**src/rtl/phm_pkg.sv**
```systemverilog
// Package for the pattern hyphenation marker: item, result, command and
// configuration types, the pattern table and the pattern match function.
// No dependencies.
`timescale 1ns / 1ps

package phm_pkg;

  localparam int MaxWord   = 32;
  localparam int CntW      = $clog2(MaxWord + 1);
  localparam int IdxW      = $clog2(MaxWord);
  localparam int NumPats   = 62;
  localparam int HistLen   = 5;
  localparam int FifoDepth = 4;
  localparam int FifoPtrW  = $clog2(FifoDepth);

  // UTF-8 lead byte classes
  localparam logic [7:0] Lead2Mask = 8'hE0;
  localparam logic [7:0] Lead2Code = 8'hC0;
  localparam logic [7:0] Lead3Mask = 8'hF0;
  localparam logic [7:0] Lead3Code = 8'hE0;
  localparam logic [7:0] Lead4Mask = 8'hF8;
  localparam logic [7:0] Lead4Code = 8'hF0;
  localparam logic [6:0] LowerBit  = 7'h20;

  typedef struct packed {
    logic [7:0] text_byte;
    logic       end_of_text;
  } in_item_t;

  typedef struct packed {
    logic [7:0] out_byte;
    logic       hyphen_after;
    logic       run_last;
  } out_item_t;

  typedef struct packed {
    logic       enable;
    logic [6:0] min_word_length;
    logic [5:0] left_margin;
    logic [5:0] right_margin;
  } cfg_t;

  typedef enum logic [1:0] {
    CFG_ENABLE  = 2'd0,
    CFG_MIN_LEN = 2'd1,
    CFG_LEFT    = 2'd2,
    CFG_RIGHT   = 2'd3
  } cfg_idx_t;

  typedef enum logic [1:0] {
    CMD_LETTER,
    CMD_BYTE,
    CMD_FLUSH
  } cmd_op_t;

  typedef struct packed {
    cmd_op_t    op;
    logic [7:0] data;
    logic       marked;
    logic       last;
  } cmd_t;

  typedef enum logic {
    BK_IDLE,
    BK_FLUSH
  } back_state_t;

  // Patterns, right-aligned: byte 0 is the last letter of the pattern
  localparam logic [8*HistLen-1:0] PatTxt [NumPats] = '{
    "tion", "sion", "ing", "ment", "ness",
    "able", "ible", "ful", "less", "ous",
    "ive", "ure", "ize", "ise", "ly",
    "er", "ed", "es",
    "pre", "pro", "con", "com", "dis",
    "mis", "sub", "super", "inter", "under",
    "over", "anti", "auto", "semi",
    "ble", "cle", "dle", "fle", "gle",
    "kle", "ple", "tle", "zle",
    "bb", "cc", "dd", "ff", "gg", "ll",
    "mm", "nn", "pp", "rr", "ss", "tt",
    "zz",
    "ation", "ition", "ution", "ction",
    "acter", "ument", "ement", "iment"
  };

  localparam logic [2:0] PatLen [NumPats] = '{
    3'd4, 3'd4, 3'd3, 3'd4, 3'd4,
    3'd4, 3'd4, 3'd3, 3'd4, 3'd3,
    3'd3, 3'd3, 3'd3, 3'd3, 3'd2,
    3'd2, 3'd2, 3'd2,
    3'd3, 3'd3, 3'd3, 3'd3, 3'd3,
    3'd3, 3'd3, 3'd5, 3'd5, 3'd5,
    3'd4, 3'd4, 3'd4, 3'd4,
    3'd3, 3'd3, 3'd3, 3'd3, 3'd3,
    3'd3, 3'd3, 3'd3, 3'd3,
    3'd2, 3'd2, 3'd2, 3'd2, 3'd2, 3'd2,
    3'd2, 3'd2, 3'd2, 3'd2, 3'd2, 3'd2,
    3'd2,
    3'd5, 3'd5, 3'd5, 3'd5,
    3'd5, 3'd5, 3'd5, 3'd5
  };

  localparam logic [2:0] PatMark [NumPats] = '{
    3'd2, 3'd2, 3'd1, 3'd1, 3'd1,
    3'd1, 3'd1, 3'd1, 3'd1, 3'd1,
    3'd1, 3'd1, 3'd1, 3'd1, 3'd1,
    3'd1, 3'd1, 3'd1,
    3'd3, 3'd3, 3'd3, 3'd3, 3'd3,
    3'd3, 3'd3, 3'd5, 3'd5, 3'd5,
    3'd4, 3'd4, 3'd4, 3'd4,
    3'd1, 3'd1, 3'd1, 3'd1, 3'd1,
    3'd1, 3'd1, 3'd1, 3'd1,
    3'd1, 3'd1, 3'd1, 3'd1, 3'd1, 3'd1,
    3'd1, 3'd1, 3'd1, 3'd1, 3'd1, 3'd1,
    3'd1,
    3'd2, 3'd2, 3'd2, 3'd2,
    3'd2, 3'd2, 3'd2, 3'd2
  };

  // Match all patterns that end at the newest letter. Bit d of the result
  // asks for a break mark d places back from the current letter count.
  function automatic logic [HistLen-1:0] pat_offsets(
    input logic [8*HistLen-1:0] hist,
    input logic [CntW-1:0]      n
  );
    logic [HistLen-1:0] offs;
    logic               hit;
    logic [2:0]         back;
    offs = '0;
    for (int p = 0; p < NumPats; p++) begin
      hit = ({{(CntW-3){1'b0}}, PatLen[p]} <= n);
      for (int m = 0; m < HistLen; m++) begin
        if ((3'(m) < PatLen[p]) && (hist[m*8 +: 8] != PatTxt[p][m*8 +: 8])) begin
          hit = 1'b0;
        end
      end
      back = PatLen[p] - PatMark[p];
      if (hit) begin
        offs[back] = 1'b1;
      end
    end
    return offs;
  endfunction

endpackage

```
**src/rtl/phm_cmd_fifo.sv**
```systemverilog
// Command queue between the front classifier and the back emitter.
// Depends on phm_pkg (cmd_t, FifoDepth).
`timescale 1ns / 1ps

module phm_cmd_fifo (
  input  logic          clk,
  input  logic          rst,
  input  logic          wr_en,
  input  phm_pkg::cmd_t wr_cmd,
  output logic          q_full,
  input  logic          rd_en,
  output phm_pkg::cmd_t rd_cmd,
  output logic          q_empty
);

  phm_pkg::cmd_t                   slots [phm_pkg::FifoDepth];
  logic [phm_pkg::FifoPtrW-1:0]    wr_ptr;
  logic [phm_pkg::FifoPtrW-1:0]    rd_ptr;
  logic [phm_pkg::FifoPtrW:0]      fill;

  assign q_full  = (fill == (phm_pkg::FifoPtrW+1)'(phm_pkg::FifoDepth));
  assign q_empty = (fill == '0);
  assign rd_cmd  = slots[rd_ptr];

  // Store pushed commands
  always_ff @(posedge clk) begin
    if (wr_en) begin
      slots[wr_ptr] <= wr_cmd;
    end
  end

  // Advance pointers and fill level
  always_ff @(posedge clk) begin
    if (rst) begin
      wr_ptr <= '0;
      rd_ptr <= '0;
      fill   <= '0;
    end else begin
      if (wr_en) wr_ptr <= wr_ptr + 1'b1;
      if (rd_en) rd_ptr <= rd_ptr + 1'b1;
      if (wr_en && !rd_en) fill <= fill + 1'b1;
      else if (rd_en && !wr_en) fill <= fill - 1'b1;
    end
  end

endmodule

```
**src/rtl/phm_front.sv**
```systemverilog
// Front part: accepts text bytes, tracks word length, overlong and UTF-8
// state, and turns each item into up to three commands for the back part.
// Depends on phm_pkg.
`timescale 1ns / 1ps

module phm_front (
  input  logic              clk,
  input  logic              rst,
  input  logic              push,
  output logic              full,
  input  phm_pkg::in_item_t item,
  input  logic              enable,
  input  logic              cmd_full,
  output logic              cmd_push,
  output phm_pkg::cmd_t     cmd
);

  phm_pkg::cmd_t             slot [3];
  logic [2:0]                slot_vld;
  logic [phm_pkg::CntW-1:0]  cnt;
  logic                      ovl;
  logic [1:0]                pend;

  phm_pkg::cmd_t             new_slot [3];
  logic [2:0]                new_vld;
  logic [phm_pkg::CntW-1:0]  cnt_next;
  logic                      ovl_next;
  logic [1:0]                pend_next;
  logic                      accept;
  logic                      letter;
  logic [7:0]                b;
  logic [1:0]                sel;

  assign full   = |slot_vld;
  assign accept = push && !full;
  assign b      = item.text_byte;
  assign letter = ((b >= "A") && (b <= "Z")) || ((b >= "a") && (b <= "z"));

  // Classify the item into flush, byte/letter and end-of-text flush slots
  always_comb begin
    for (int s = 0; s < 3; s++) begin
      new_slot[s] = '{op: phm_pkg::CMD_BYTE, data: b, marked: 1'b0, last: 1'b0};
    end
    new_vld   = '0;
    cnt_next  = cnt;
    ovl_next  = ovl;
    pend_next = pend;
    if (!enable) begin
      if (cnt != '0) begin
        new_vld[0]   = 1'b1;
        new_slot[0].op = phm_pkg::CMD_FLUSH;
      end
      new_vld[1] = 1'b1;
      cnt_next   = '0;
      ovl_next   = 1'b0;
      pend_next  = '0;
    end else if (pend != '0) begin
      new_vld[1] = 1'b1;
      pend_next  = pend - 1'b1;
    end else if (letter) begin
      if (ovl) begin
        new_vld[1] = 1'b1;
      end else if (cnt < phm_pkg::CntW'(phm_pkg::MaxWord)) begin
        new_vld[1]     = 1'b1;
        new_slot[1].op = phm_pkg::CMD_LETTER;
        cnt_next       = cnt + 1'b1;
      end else begin
        new_vld[0]     = 1'b1;
        new_slot[0].op = phm_pkg::CMD_FLUSH;
        new_vld[1]     = 1'b1;
        cnt_next       = '0;
        ovl_next       = 1'b1;
      end
    end else begin
      if (cnt != '0) begin
        new_vld[0]         = 1'b1;
        new_slot[0].op     = phm_pkg::CMD_FLUSH;
        new_slot[0].marked = 1'b1;
      end
      new_vld[1] = 1'b1;
      cnt_next   = '0;
      ovl_next   = 1'b0;
      if ((b & phm_pkg::Lead2Mask) == phm_pkg::Lead2Code) pend_next = 2'd1;
      else if ((b & phm_pkg::Lead3Mask) == phm_pkg::Lead3Code) pend_next = 2'd2;
      else if ((b & phm_pkg::Lead4Mask) == phm_pkg::Lead4Code) pend_next = 2'd3;
    end
    if (item.end_of_text) begin
      if (cnt_next != '0) begin
        new_vld[2]         = 1'b1;
        new_slot[2].op     = phm_pkg::CMD_FLUSH;
        new_slot[2].marked = enable;
      end
      cnt_next  = '0;
      ovl_next  = 1'b0;
      pend_next = '0;
    end
    // Tag the last command that yields a result
    if (new_vld[2]) new_slot[2].last = 1'b1;
    else if (new_vld[1] && (new_slot[1].op == phm_pkg::CMD_BYTE)) new_slot[1].last = 1'b1;
    else if (new_vld[0]) new_slot[0].last = 1'b1;
  end

  // Issue the oldest pending slot
  always_comb begin
    if (slot_vld[0]) sel = 2'd0;
    else if (slot_vld[1]) sel = 2'd1;
    else sel = 2'd2;
  end

  assign cmd_push = full && !cmd_full;
  assign cmd      = slot[sel];

  // Hold slot payloads
  always_ff @(posedge clk) begin
    if (accept) begin
      for (int s = 0; s < 3; s++) begin
        slot[s] <= new_slot[s];
      end
    end
  end

  // Track word state and slot valid bits
  always_ff @(posedge clk) begin
    if (rst) begin
      slot_vld <= '0;
      cnt      <= '0;
      ovl      <= 1'b0;
      pend     <= '0;
    end else if (accept) begin
      slot_vld <= new_vld;
      cnt      <= cnt_next;
      ovl      <= ovl_next;
      pend     <= pend_next;
    end else if (cmd_push) begin
      slot_vld[sel] <= 1'b0;
    end
  end

endmodule

```
**src/rtl/phm_back.sv**
```systemverilog
// Back part: stores word letters, matches patterns per letter, and emits
// bytes and flushed words with hyphen flags through a one-entry output stage.
// Depends on phm_pkg.
`timescale 1ns / 1ps

module phm_back (
  input  logic               clk,
  input  logic               rst,
  input  logic               cmd_empty,
  input  phm_pkg::cmd_t      cmd,
  output logic               cmd_pop,
  input  phm_pkg::cfg_t      cfg,
  input  logic               res_pop,
  output logic               res_valid,
  output phm_pkg::out_item_t res
);

  phm_pkg::back_state_t               state;
  phm_pkg::back_state_t               state_next;
  logic [6:0]                         letters [phm_pkg::MaxWord];
  logic [6:0]                         rdata;
  logic [phm_pkg::CntW-1:0]           cnt;
  logic [phm_pkg::MaxWord:0]          marks;
  logic [8*phm_pkg::HistLen-1:0]      hist;
  logic [phm_pkg::IdxW-1:0]           idx;
  logic                               fl_marked;
  logic                               fl_last;

  logic                               out_free;
  logic                               load;
  phm_pkg::out_item_t                 load_item;
  logic                               at_end;
  logic                               hy;
  logic                               marked_eff;
  logic [phm_pkg::IdxW-1:0]           rd_addr;
  logic [8*phm_pkg::HistLen-1:0]      hist_new;
  logic [phm_pkg::CntW-1:0]           n_new;
  logic [phm_pkg::HistLen-1:0]        offs;
  logic [phm_pkg::MaxWord:0]          marks_add;
  logic                               take_letter;
  logic                               take_flush;

  assign out_free = !res_valid || res_pop;
  assign at_end   = ({1'b0, idx} == (cnt - 1'b1));

  // Hyphen decision for the letter at idx
  assign marked_eff = fl_marked && ({1'b0, cnt} >= cfg.min_word_length);
  assign hy = marked_eff && marks[{1'b0, idx} + 1'b1]
           && (({1'b0, idx} + 1'b1) >= cfg.left_margin)
           && (({2'b0, idx} + {1'b0, cfg.right_margin}) < {1'b0, cnt});

  // Pattern hits for the incoming letter
  assign hist_new = {hist[8*(phm_pkg::HistLen-1)-1:0], 1'b0, cmd.data[6:0] | phm_pkg::LowerBit};
  assign n_new    = cnt + 1'b1;
  assign offs     = phm_pkg::pat_offsets(hist_new, n_new);

  always_comb begin
    marks_add = '0;
    for (int j = 0; j <= phm_pkg::MaxWord; j++) begin
      for (int d = 0; d < phm_pkg::HistLen; d++) begin
        if (offs[d] && ({1'b0, n_new} == 7'(j + d))) begin
          marks_add[j] = 1'b1;
        end
      end
    end
  end

  // Next state
  always_comb begin
    state_next = state;
    unique case (state)
      phm_pkg::BK_IDLE: begin
        if (!cmd_empty && (cmd.op == phm_pkg::CMD_FLUSH)) state_next = phm_pkg::BK_FLUSH;
      end
      phm_pkg::BK_FLUSH: begin
        if (out_free && at_end) state_next = phm_pkg::BK_IDLE;
      end
      default: state_next = phm_pkg::BK_IDLE;
    endcase
  end

  // Outputs of the sequencer
  always_comb begin
    cmd_pop     = 1'b0;
    load        = 1'b0;
    load_item   = '0;
    take_letter = 1'b0;
    take_flush  = 1'b0;
    unique case (state)
      phm_pkg::BK_IDLE: begin
        if (!cmd_empty) begin
          unique case (cmd.op)
            phm_pkg::CMD_LETTER: begin
              cmd_pop     = 1'b1;
              take_letter = 1'b1;
            end
            phm_pkg::CMD_BYTE: begin
              if (out_free) begin
                cmd_pop   = 1'b1;
                load      = 1'b1;
                load_item = '{out_byte: cmd.data, hyphen_after: 1'b0, run_last: cmd.last};
              end
            end
            phm_pkg::CMD_FLUSH: begin
              cmd_pop    = 1'b1;
              take_flush = 1'b1;
            end
            default: cmd_pop = 1'b1;
          endcase
        end
      end
      phm_pkg::BK_FLUSH: begin
        if (out_free) begin
          load      = 1'b1;
          load_item = '{out_byte: {1'b0, rdata}, hyphen_after: hy,
                        run_last: at_end && fl_last};
        end
      end
      default: ;
    endcase
  end

  assign rd_addr = ((state == phm_pkg::BK_FLUSH) && out_free && !at_end) ? idx + 1'b1 : idx;

  // Letter store: write on letter, registered read for the flush walk
  always_ff @(posedge clk) begin
    if (take_letter) begin
      letters[cnt[phm_pkg::IdxW-1:0]] <= cmd.data[6:0];
    end
    rdata <= letters[rd_addr];
  end

  // Hold payload registers
  always_ff @(posedge clk) begin
    if (take_letter) hist <= hist_new;
    if (take_flush) begin
      fl_marked <= cmd.marked;
      fl_last   <= cmd.last;
    end
    if (load) res <= load_item;
  end

  // Control registers
  always_ff @(posedge clk) begin
    if (rst) begin
      state     <= phm_pkg::BK_IDLE;
      cnt       <= '0;
      marks     <= '0;
      idx       <= '0;
      res_valid <= 1'b0;
    end else begin
      state <= state_next;
      if (load) res_valid <= 1'b1;
      else if (res_pop) res_valid <= 1'b0;
      if (take_letter) begin
        cnt   <= n_new;
        marks <= marks | marks_add;
      end
      if ((state == phm_pkg::BK_FLUSH) && out_free) begin
        if (at_end) begin
          idx   <= '0;
          cnt   <= '0;
          marks <= '0;
        end else begin
          idx <= idx + 1'b1;
        end
      end
    end
  end

endmodule

```
**src/rtl/pattern_hyphenation_marker.sv**
```systemverilog
// A word flush emits one letter per cycle from the letter store while the
// output stage is free. The front takes a new item only once it has issued
// every command of the previous item, one command per cycle into the command
// queue while it is not full; the front stalls while the back walks a
// flushed word and the queue fills.
// Reset: synchronous; clears queues, word state and output stage, and loads
// the register defaults. The letter store is not cleared.
`timescale 1ns / 1ps

module pattern_hyphenation_marker (
  input  logic               clk,
  input  logic               rst,
  input  logic               push,
  output logic               full,
  input  phm_pkg::in_item_t  item,
  output logic               empty,
  input  logic               pop,
  output phm_pkg::out_item_t result,
  input  logic               cfg_valid,
  output logic               cfg_ready,
  input  logic [1:0]         cfg_index,
  input  logic [6:0]         cfg_data
);

  phm_pkg::cfg_t cfg;
  phm_pkg::cmd_t front_cmd;
  phm_pkg::cmd_t back_cmd;
  logic          cmd_push;
  logic          cmd_pop;
  logic          cmd_full;
  logic          cmd_empty;
  logic          res_valid;

  assign cfg_ready = 1'b1;
  assign empty     = !res_valid;

  // Configuration registers
  always_ff @(posedge clk) begin
    if (rst) begin
      cfg <= '{enable: 1'b1, min_word_length: 7'd5, left_margin: 6'd2, right_margin: 6'd3};
    end else if (cfg_valid && cfg_ready) begin
      unique case (phm_pkg::cfg_idx_t'(cfg_index))
        phm_pkg::CFG_ENABLE:  cfg.enable          <= cfg_data[0];
        phm_pkg::CFG_MIN_LEN: cfg.min_word_length <= cfg_data;
        phm_pkg::CFG_LEFT:    cfg.left_margin     <= cfg_data[5:0];
        phm_pkg::CFG_RIGHT:   cfg.right_margin    <= cfg_data[5:0];
        default: ;
      endcase
    end
  end

  phm_front u_front (
    .clk      (clk),
    .rst      (rst),
    .push     (push),
    .full     (full),
    .item     (item),
    .enable   (cfg.enable),
    .cmd_full (cmd_full),
    .cmd_push (cmd_push),
    .cmd      (front_cmd)
  );

  phm_cmd_fifo u_fifo (
    .clk     (clk),
    .rst     (rst),
    .wr_en   (cmd_push),
    .wr_cmd  (front_cmd),
    .q_full  (cmd_full),
    .rd_en   (cmd_pop),
    .rd_cmd  (back_cmd),
    .q_empty (cmd_empty)
  );

  phm_back u_back (
    .clk       (clk),
    .rst       (rst),
    .cmd_empty (cmd_empty),
    .cmd       (back_cmd),
    .cmd_pop   (cmd_pop),
    .cfg       (cfg),
    .res_pop   (pop),
    .res_valid (res_valid),
    .res       (result)
  );

`ifndef SYNTHESIS
  a_no_push_when_full: assert property (@(posedge clk) disable iff (rst)
    !(cmd_push && cmd_full))
    else $error("command pushed into a full queue");

  a_no_pop_when_empty: assert property (@(posedge clk) disable iff (rst)
    !(cmd_pop && cmd_empty))
    else $error("command popped from an empty queue");

  a_item_makes_work: assert property (@(posedge clk) disable iff (rst)
    (push && !full) |=> full)
    else $error("accepted item left no pending command");

  a_no_hyphen_disabled: assert property (@(posedge clk) disable iff (rst)
    (!empty && !cfg.enable) |-> !result.hyphen_after)
    else $error("hyphen flag while marking is disabled");
`endif

endmodule

```
**config.mk**
```make
export PLATFORM = sky130hd
export DESIGN_NAME = pattern_hyphenation_marker
export DESIGN_NICKNAME = d
export VERILOG_FILES = /design/src/rtl/phm_pkg.sv /design/src/rtl/phm_cmd_fifo.sv /design/src/rtl/phm_front.sv /design/src/rtl/phm_back.sv /design/src/rtl/pattern_hyphenation_marker.sv
export SDC_FILE = /design/constraint.sdc
export NUM_CORES = 1
export LEC_CHECK = 0
export BUFFER_PORTS_ARGS = -buffer_cell sky130_fd_sc_hd__buf_2
export CAP_MARGIN = 5
export CORE_MARGIN = 4
export CORE_UTILIZATION = 35
export DETAILED_ROUTE_END_ITERATION = 10
export GPL_TIMING_DRIVEN = 1
export PLACE_DENSITY = 0.46
export SYNTH_ARGS = -nofsm -noshare
export SYNTH_HDL_FRONTEND = slang
export SYNTH_SLANG_ARGS = --single-unit
```
**constraint.sdc**
```tcl
create_clock -name clk -period 4.6 [get_ports clk]
set_clock_uncertainty 0.15 [all_clocks]
set_input_delay 0.92 -clock clk [delete_from_list [all_inputs] [get_ports clk]]
set_output_delay 0.92 -clock clk [all_outputs]
set_load 0.1 [all_outputs]
```
---- After elaboration in Yosys (flattened, before gate mapping) ----
Memory sizes are Yosys's and may differ from the RTL's. A register that Yosys moved wholly into a read port is not among the register bits.
Index checks and enable logic that the tools add are counted.
cells by class
  mux-type cells .......................... 430
  reductions and logical operators ........ 175
  multipliers ............................. 0
  add/sub/neg operators ................... 11
  equality and inequality tests ........... 117
  shifts and indexed selects .............. 0
  bitwise gates (word level) .............. 4
  order comparisons ....................... 15
  divide/modulo/power cells ............... 0
operator list
  operator             count
  $ne 6x6->1 const B   68
  $mux 1               379
  $logic_and 1x1->1    149
  $mux 33              3
  $eq 6x5->1 const B   16
  $mux 6               9
  $eq 6x4->1 const B   8
  $mux 2               24
  $or 33x33->33        1
  $mux 10              3
  $eq 6x3->1 const B   4
  $eq 6x6->1 const B   4
  $pmux 10 s2          1
  $ge 8x7->1 const B   2
  $le 8x7->1 const B   2
  $add 6x1->6 const B  2
  $eq 6x2->1 const B   2
  $le 2x6->1 const A   2
  $le 3x6->1 const A   2
  $mux 3               4
  $reduce_bool 6->1    2
  $mux 5               2
  $reduce_and 2->1     5
  $mux 9               1
  39 further kinds     57
word-level totals
  bits in latches ......................... 0
  ROM bits ................................ 0
  RAM bits ................................ 308
  word-level logic and storage cells ...... 777
  output and inout port bits .............. 13
  bits of input ports ..................... 23
  memories kept ........................... 3
  register bits ........................... 121
memories
  memory          depth  bits a word  read ports  clocked after Yosys merged registers in  write ports  RTL line            text
  u_back.letters  32     7            1           1                                        1            phm_back.sv:20      logic [6:0] letters [phm_pkg::MaxWord];
  u_fifo.slots    4      12           1           1                                        1            phm_cmd_fifo.sv:16  phm_pkg::cmd_t slots [phm_pkg::FifoDepth];
  u_front.slot    3      12           1           0                                        3            phm_front.sv:18     phm_pkg::cmd_t slot [3];

---- Logic depth before layout (Yosys ltp) ----
Gate-level depths: netlist of the first run.
  word-level depth ........................ 31
  gate-level depth with buffers ........... 15
  depth with buffers taken out ............ 11

---- Cells and area by module ----
A second synthesis of the first run with hierarchy kept.
unflattened totals
  cell total of the unflattened synthesis .. 1794
  area total of the unflattened synthesis .. 20616.0 um^2
modules (own cells, without submodules)
  module                      instances  seq. area each (um^2)  cells each  area an instance (um^2)
  phm_back                    1          8868.5                 1440        16034.1
  phm_cmd_fifo                1          1621.6                 106         2164.6
  phm_front                   1          780.7                  164         1560.2
  pattern_hyphenation_marker  1          400.4                  84          857.1

---- Worst setup path before layout of the first run ----
Ideal clock, no wire load.
  path kind ............................... reg2reg
  from .................................... register (tool-made name)
  to ...................................... memory u_back.letters[15][0], enable pin
  arrival time ............................ 3.147 ns
  data required time ...................... 4.070 ns
  path buffers ............................ 4
  period minus slack after synthesis ...... 3.678 ns
  cell stages (with the launch flop) ...... 9
  slack ................................... 0.922 ns
  setup time .............................. 0.380 ns
  cells stage by stage .................... dfxtp_1 -> buf_2 -> buf_2 -> buf_1 -> mux4_2 -> nor4_1 -> clkbuf_1 -> nand2_1 -> nor3_1
RTL lines
  element        RTL line
  end, declared  phm_back.sv:20

==> flow_summary.json, run 1 <==
{
  "wl_per_cell_um": 22.4,
  "period_share": 0.917,
  "initial_core_util": 0.354,
  "hold_violations": 0,
  "drt-pass1-iter-count": 8,
  "powerDensity_nw_per_um2": 479,
  "place_area_um2": 21700,
  "cts_hold_buf": 0,
  "maxSlewHeadroom": 0.317,
  "fin_cells": 2496,
  "crit_fanout": 24,
  "yosysMostFrequentCell": "edfxtp_1",
  "layout_min_cycle_time_ps": 4220,
  "grt_pass1_wl_um": 86900,
  "avgSynthCellArea_um2": 12.5,
  "synth_top_area_frac": 0.479,
  "vias_per_cell": 5.63,
  "rsz0062_at_grt": "no",
  "async_flop_share": 0,
  "rows": 88,
  "grt_pass1_vias": 14182,
  "insertedDiodeCount": 0,
  "nets": 1755,
  "drc": 0,
  "cts.repair.resized": 0,
  "clock_sinks": 420,
  "synth_fp_nets": 1702,
  "ir_worst_vdd_v": 0.000412,
  "ys.warnings.count": 0,
  "cp_data_required_time_ps": 4950,
  "synth_top_family_by_area": "simple AND/OR/NAND/NOR gates",
  "synth-seq-area-share": 0.571,
  "drive_above_1_share": 0.166,
  "clk_latency_ps": 590,
  "yosys-top-cells-count": "edfxtp_1, nor2_1, dfxtp_1",
  "die_area_um2": 62300,
  "dpl.cell_count": 2410,
  "fp.dieW_um": 250,
  "finalSetupTns_ps": 0,
  "die_h_um": 250,
  "antenna_found_initial": 0,
  "crit_arrival_ps": 4560,
  "setup_viol": 0,
  "drt-total-wl_um": 55900,
  "startpoint_type": "register",
  "synthDistinctLibCells": 91,
  "outcome": "finished clean",
  "clockRootBuffer": "clkbuf_16",
  "drt_iter0_markers": 1181,
  "cts.clk_slew.worst_paths_ps": 60,
  "synth_edf_count": 326,
  "end_kind": "register",
  "synth_top_area_cell": "edfxtp_1",
  "drv_cap": 0,
  "synthSimpleGateAreaFrac": 0.137,
  "synth.mux.area_fraction": 0.101,
  "grt_max_degree": 61,
  "p_leak_uw": 0.00779,
  "worst_pin_slew_ps": 1020,
  "synth_area_um2": 20400,
  "post_cts_buffers": 0,
  "io_buffers": 34,
  "ios": 36,
  "dp.final_hpwl_um": 38600,
  "synthTopCellsByArea": "edfxtp_1, dfxtp_1, mux4_2",
  "critPathKind": "reg2reg",
  "postRouteAntennaNets": 0,
  "gp_congestion": 0.923,
  "grt_util_all_layers": 0.177,
  "htreeDepth": 2,
  "grt-ovfl-total": 0,
  "fmax_mhz": 237,
  "synth_xor_area_frac": 0.0137,
  "cts_tree": "built",
  "area_growth_pct": 13.4,
  "vias": 14040,
  "postLayoutCellArea_um2": 23200,
  "cts.path.max_buffers": 3,
  "hp-class": "reg2reg",
  "synth_fa_ha_area_frac": 0.0246,
  "synth-seq-cells": 420,
  "core_um2": 57700,
  "synth-compound-area-share": 0.120,
  "numCtsBuffers": 46,
  "drv_slew": 0,
  "utilization": 0.401,
  "synth_ff_type": "edfxtp_1",
  "synth_cells": 1640
}
report_power, final:
| part | leakage, uW | switching (uW) | internal, uW | total (uW) |
|---|---|---|---|---|
| clock | 0.000719 | 1550 | 2010 | 3570 |
| combinational | 0.00335 | 1850 | 836 | 2690 |
| sequential | 0.00371 | 207 | 4630 | 4840 |
| total | 0.00779 | 3620 | 7470 | 11100 |
worst paths after layout:
| check | start | end | slack (ps) | cells after the start |
|---|---|---|---|---|
| hold reg to reg | u_back.marks[13] | u_back.marks[13] | 320 | 2 |
| setup reg to reg | register | u_back.marks[26] | 380 | 10 |
| hold / removal | u_back.marks[13] | u_back.marks[13] | 320 | 2 |
| setup / recovery | register | u_back.marks[26] | 380 | 10 |
worst max-delay path, stage by stage, from the launching register on:
cell and delay (ps):
dfxtp_1 780, mux2i_1 250, mux2_2 230, inv_1 330, or3b_2 570, a2111oi_0 660
a311oi_1 100, o2111ai_1 200, and2_1 480, a222oi_1 180, a21oi_1 200
layout by cell type (no fill, tap or decap), types with 37 or more instances in the layout:
cell	instances
nor2_1	151
buf_4	71
mux4_2	72
inv_1	50
dfxtp_1	94
nor3_1	53
nand2_1	85
clkbuf_16	46
a21oi_1	86
ha_1	37
edfxtp_1	326
o21ai_0	51
layout make-up:
cell class / instances / area, um^2
clock buffers: 65 / 1270
clock inverters: 21 / 190
fillers: 5539 / 34500
inverters: 50 / 188
multi-input cells: 1068 / 8140
flip-flops and latches: 420 / 11700
well taps: 765 / 957
repair buffers: 107 / 743
registers in the layout, summed over array words and instances, names as in the netlist, named ones only:
signal,count
u_back.fl_marked,1
u_back.idx,5
u_back.res_valid,1
u_back.marks,33
u_front.pend,2
u_back.res,10
u_fifo.wr_ptr,2
u_fifo.rd_ptr,2
cfg,20
u_fifo.fill,3
u_back.letters,224
u_front.slot_vld,3
u_back.rdata,7
u_front.ovl,1
u_front.slot,18
u_fifo.slots,48
u_back.state,1
u_back.hist,24
u_back.fl_last,1
u_back.cnt,6
u_front.cnt,6
through the flow:
step                power [uW]  hold WS (ps)  setup slack [ps]
floorplan                 6730           272               922
global placement          7620           295               451
detailed placement        7630           306               427
CTS                      11200           315               422
global route             11600           335               165
finish                   11100           317               383
routing by layer:
layer | part of all wire | wire length (um) | track usage
met5 | 0 | 0 | 0
met4 | 0.022 | 1220 | 0.0496
met3 | 0.038 | 2150 | 0.0237
met2 | 0.49 | 27400 | 0.300
met1 | 0.45 | 25100 | 0.239
logic make-up after synthesis:
family,Yosys count
AO/OA/AOI/OAI,353
adder cells (fa/ha/maj),39
buffers and inverters,152
other,2
XOR/XNOR,29
AND/OR/NAND/NOR,530
multiplexers,115
flip-flops,420
No activity file was read; power rests on OpenSTA's default activity.
==> run 2: changes to the inputs <==
--- a/config.mk
+++ b/config.mk
@@ -10,7 +10,7 @@
 export CORE_MARGIN = 4
 export CORE_UTILIZATION = 35
 export DETAILED_ROUTE_END_ITERATION = 10
-export GPL_TIMING_DRIVEN = 1
+export GPL_TIMING_DRIVEN = 0
 export PLACE_DENSITY = 0.46
 export SYNTH_ARGS = -nofsm -noshare
 export SYNTH_HDL_FRONTEND = slang
==> run 2 against run 1 <==
Effect of this change: routed wire length increased by 3.6%; design area increased by 1.2%; cell count increased by 1.7%; critical path depth increased by 3; sequential cell count unchanged; die area unchanged; sequential share of layout area decreased by 0.59 points; total power increased by 4.2%; clock power increased by 10%; sequential power decreased by 1%; first-iteration DRC count increased by 10%; hold slack got worse by 20 ps; highest routed layer unchanged.
==> flow_summary.json, run 2 (synthesized netlist as in run 1, its figures left out) <==
{
  "slowest_stage": "mux4_2",
  "drive_above_1_share": 0.162,
  "wl_per_cell_um": 22.8,
  "drv_cap": 0,
  "numCtsBuffers": 47,
  "drt-total-wl_um": 58000,
  "worst_pin_slew_ps": 1040,
  "place_area_um2": 21600,
  "grt_max_degree": 43,
  "drt_iter0_markers": 1303,
  "antenna_found_initial": 0,
  "powerDensity_nw_per_um2": 493,
  "rows": 88,
  "initial_core_util": 0.354,
  "htreeDepth": 2,
  "vias": 14216,
  "hold_violations": 0,
  "setup_slack_ps": 196,
  "cts.path.max_buffers": 3,
  "maxSlewHeadroom": 0.308,
  "grt_pass1_wl_um": 88600,
  "layout_min_cycle_time_ps": 4400,
  "layout_commonest_cell": "edfxtp_1",
  "fillerInstances": 5541,
  "drv_slew": 0,
  "postLayoutCellArea_um2": 23400,
  "fp.dieW_um": 250,
  "cpMostUsedCell": "buf_4",
  "drc": 0,
  "gp_congestion": 0.874,
  "clock_sinks": 420,
  "die_h_um": 250,
  "pre_cts_ws_ps": -616,
  "rsz0062_at_grt": "no",
  "grt-ovfl-total": 0,
  "grt_util_all_layers": 0.182,
  "setup_viol": 0,
  "fin_hold_ws_ps": 297,
  "largest_reg_flops": 224,
  "die_area_um2": 62300,
  "core_um2": 57700,
  "nets": 1797,
  "end_kind": "register",
  "cp_data_required_time_ps": 4900,
  "cts.clk_slew.worst_paths_ps": 60,
  "postRouteAntennaNets": 0,
  "critPathKind": "reg2reg",
  "period_share": 0.957,
  "vias_per_cell": 5.60,
  "utilization": 0.406,
  "io_buffers": 34,
  "drt-pass1-iter-count": 6,
  "crit_path_cell_trace": "buf_2 -> inv_1 -> ha_1 -> xor2_1 -> nand2_1 -> nor4_4 -> a21oi_2 -> buf_4 -> mux2i_4 -> buf_4 -> mux4_2 -> o221ai_1 -> nor3_1",
  "p_leak_uw": 0.00778,
  "crit_path_max_incr_delay_ps": 560,
  "hp-class": "reg2reg",
  "grt_pass1_vias": 14325,
  "ir_worst_vdd_v": 0.000627,
  "cts_tree": "built",
  "clockRootBuffer": "clkbuf_16",
  "outcome": "finished clean",
  "crit_fanout": 10,
  "crit_arrival_ps": 4700,
  "insertedDiodeCount": 0,
  "dp.final_hpwl_um": 41100,
  "fmax_mhz": 227,
  "startpoint_type": "register",
  "ios": 36,
  "clk_latency_ps": 600,
  "layout_common_cells": "edfxtp_1, nor2_1, dfxtp_1",
  "area_growth_pct": 14.7
}
-- run 2: worst paths after layout --
kind                    startpoint                to  slack (ps)  cells past startpoint
setup / recovery     u_back.cnt[0]   u_back.rdata[1]         200                     13
hold / removal    u_back.marks[15]  u_back.marks[15]         300                      2
setup reg to reg     u_back.cnt[0]   u_back.rdata[1]         200                     13
hold reg to reg   u_back.marks[15]  u_back.marks[15]         300                      2
-- run 2: critical path: cells and delay by family (launching register included) --
kind,cells,cell delay [ps]
buffers and inverters,4,1020
XOR/XNOR,1,160
adder cells (fa/ha/maj),1,430
flip-flops,1,500
AO/OA/AOI/OAI,2,570
AND/OR/NAND/NOR,3,610
multiplexers,2,810
-- run 2: report_power, final --
group,internal [uW],switching [uW]
Clock,2360,1570
Combinational,854,2010
Sequential,4630,136
Total,7840,3720
-- run 2: area by class of cell --
class	instances	area, um^2	share of cell area
sequential	420	11700	0.498
multi-input combinational	1068	8250	0.352
clock buffer	62	1230	0.0526
tap	765	957	0.0408
buffer	101	478	0.0204
clock inverter	26	378	0.0161
timing repair buffer	47	288	0.0123
inverter	50	188	0.00801
-- run 2: per-layer routing --
metal	wire length (um)	GRT usage
met5	0	0.00618
met4	1750	0.0561
met3	2910	0.0288
met2	27400	0.297
met1	25900	0.250
-- run 2: through the flow --
stage | instances | TNS, ps | total power (uW)
final | 2539 | 0 | 11600
after global placement | 2439 | -181390 | 7640
after floorplan | 1640 | 0 | 6730
after CTS | 2537 | 0 | 11700
after detailed placement | 2445 | -52990 | 7690
after global routing | 2539 | 0 | 12100
-- run 2: timing repair --
action / 4_1_cts / 5_1_grt
setup endpoints to repair: 243 / 182
pin swaps: 2 / 1
gates cloned: 0 / 0
hold buffers: 0 / 0
resized for setup: 34 / 10
buffers inserted: 4 / 3
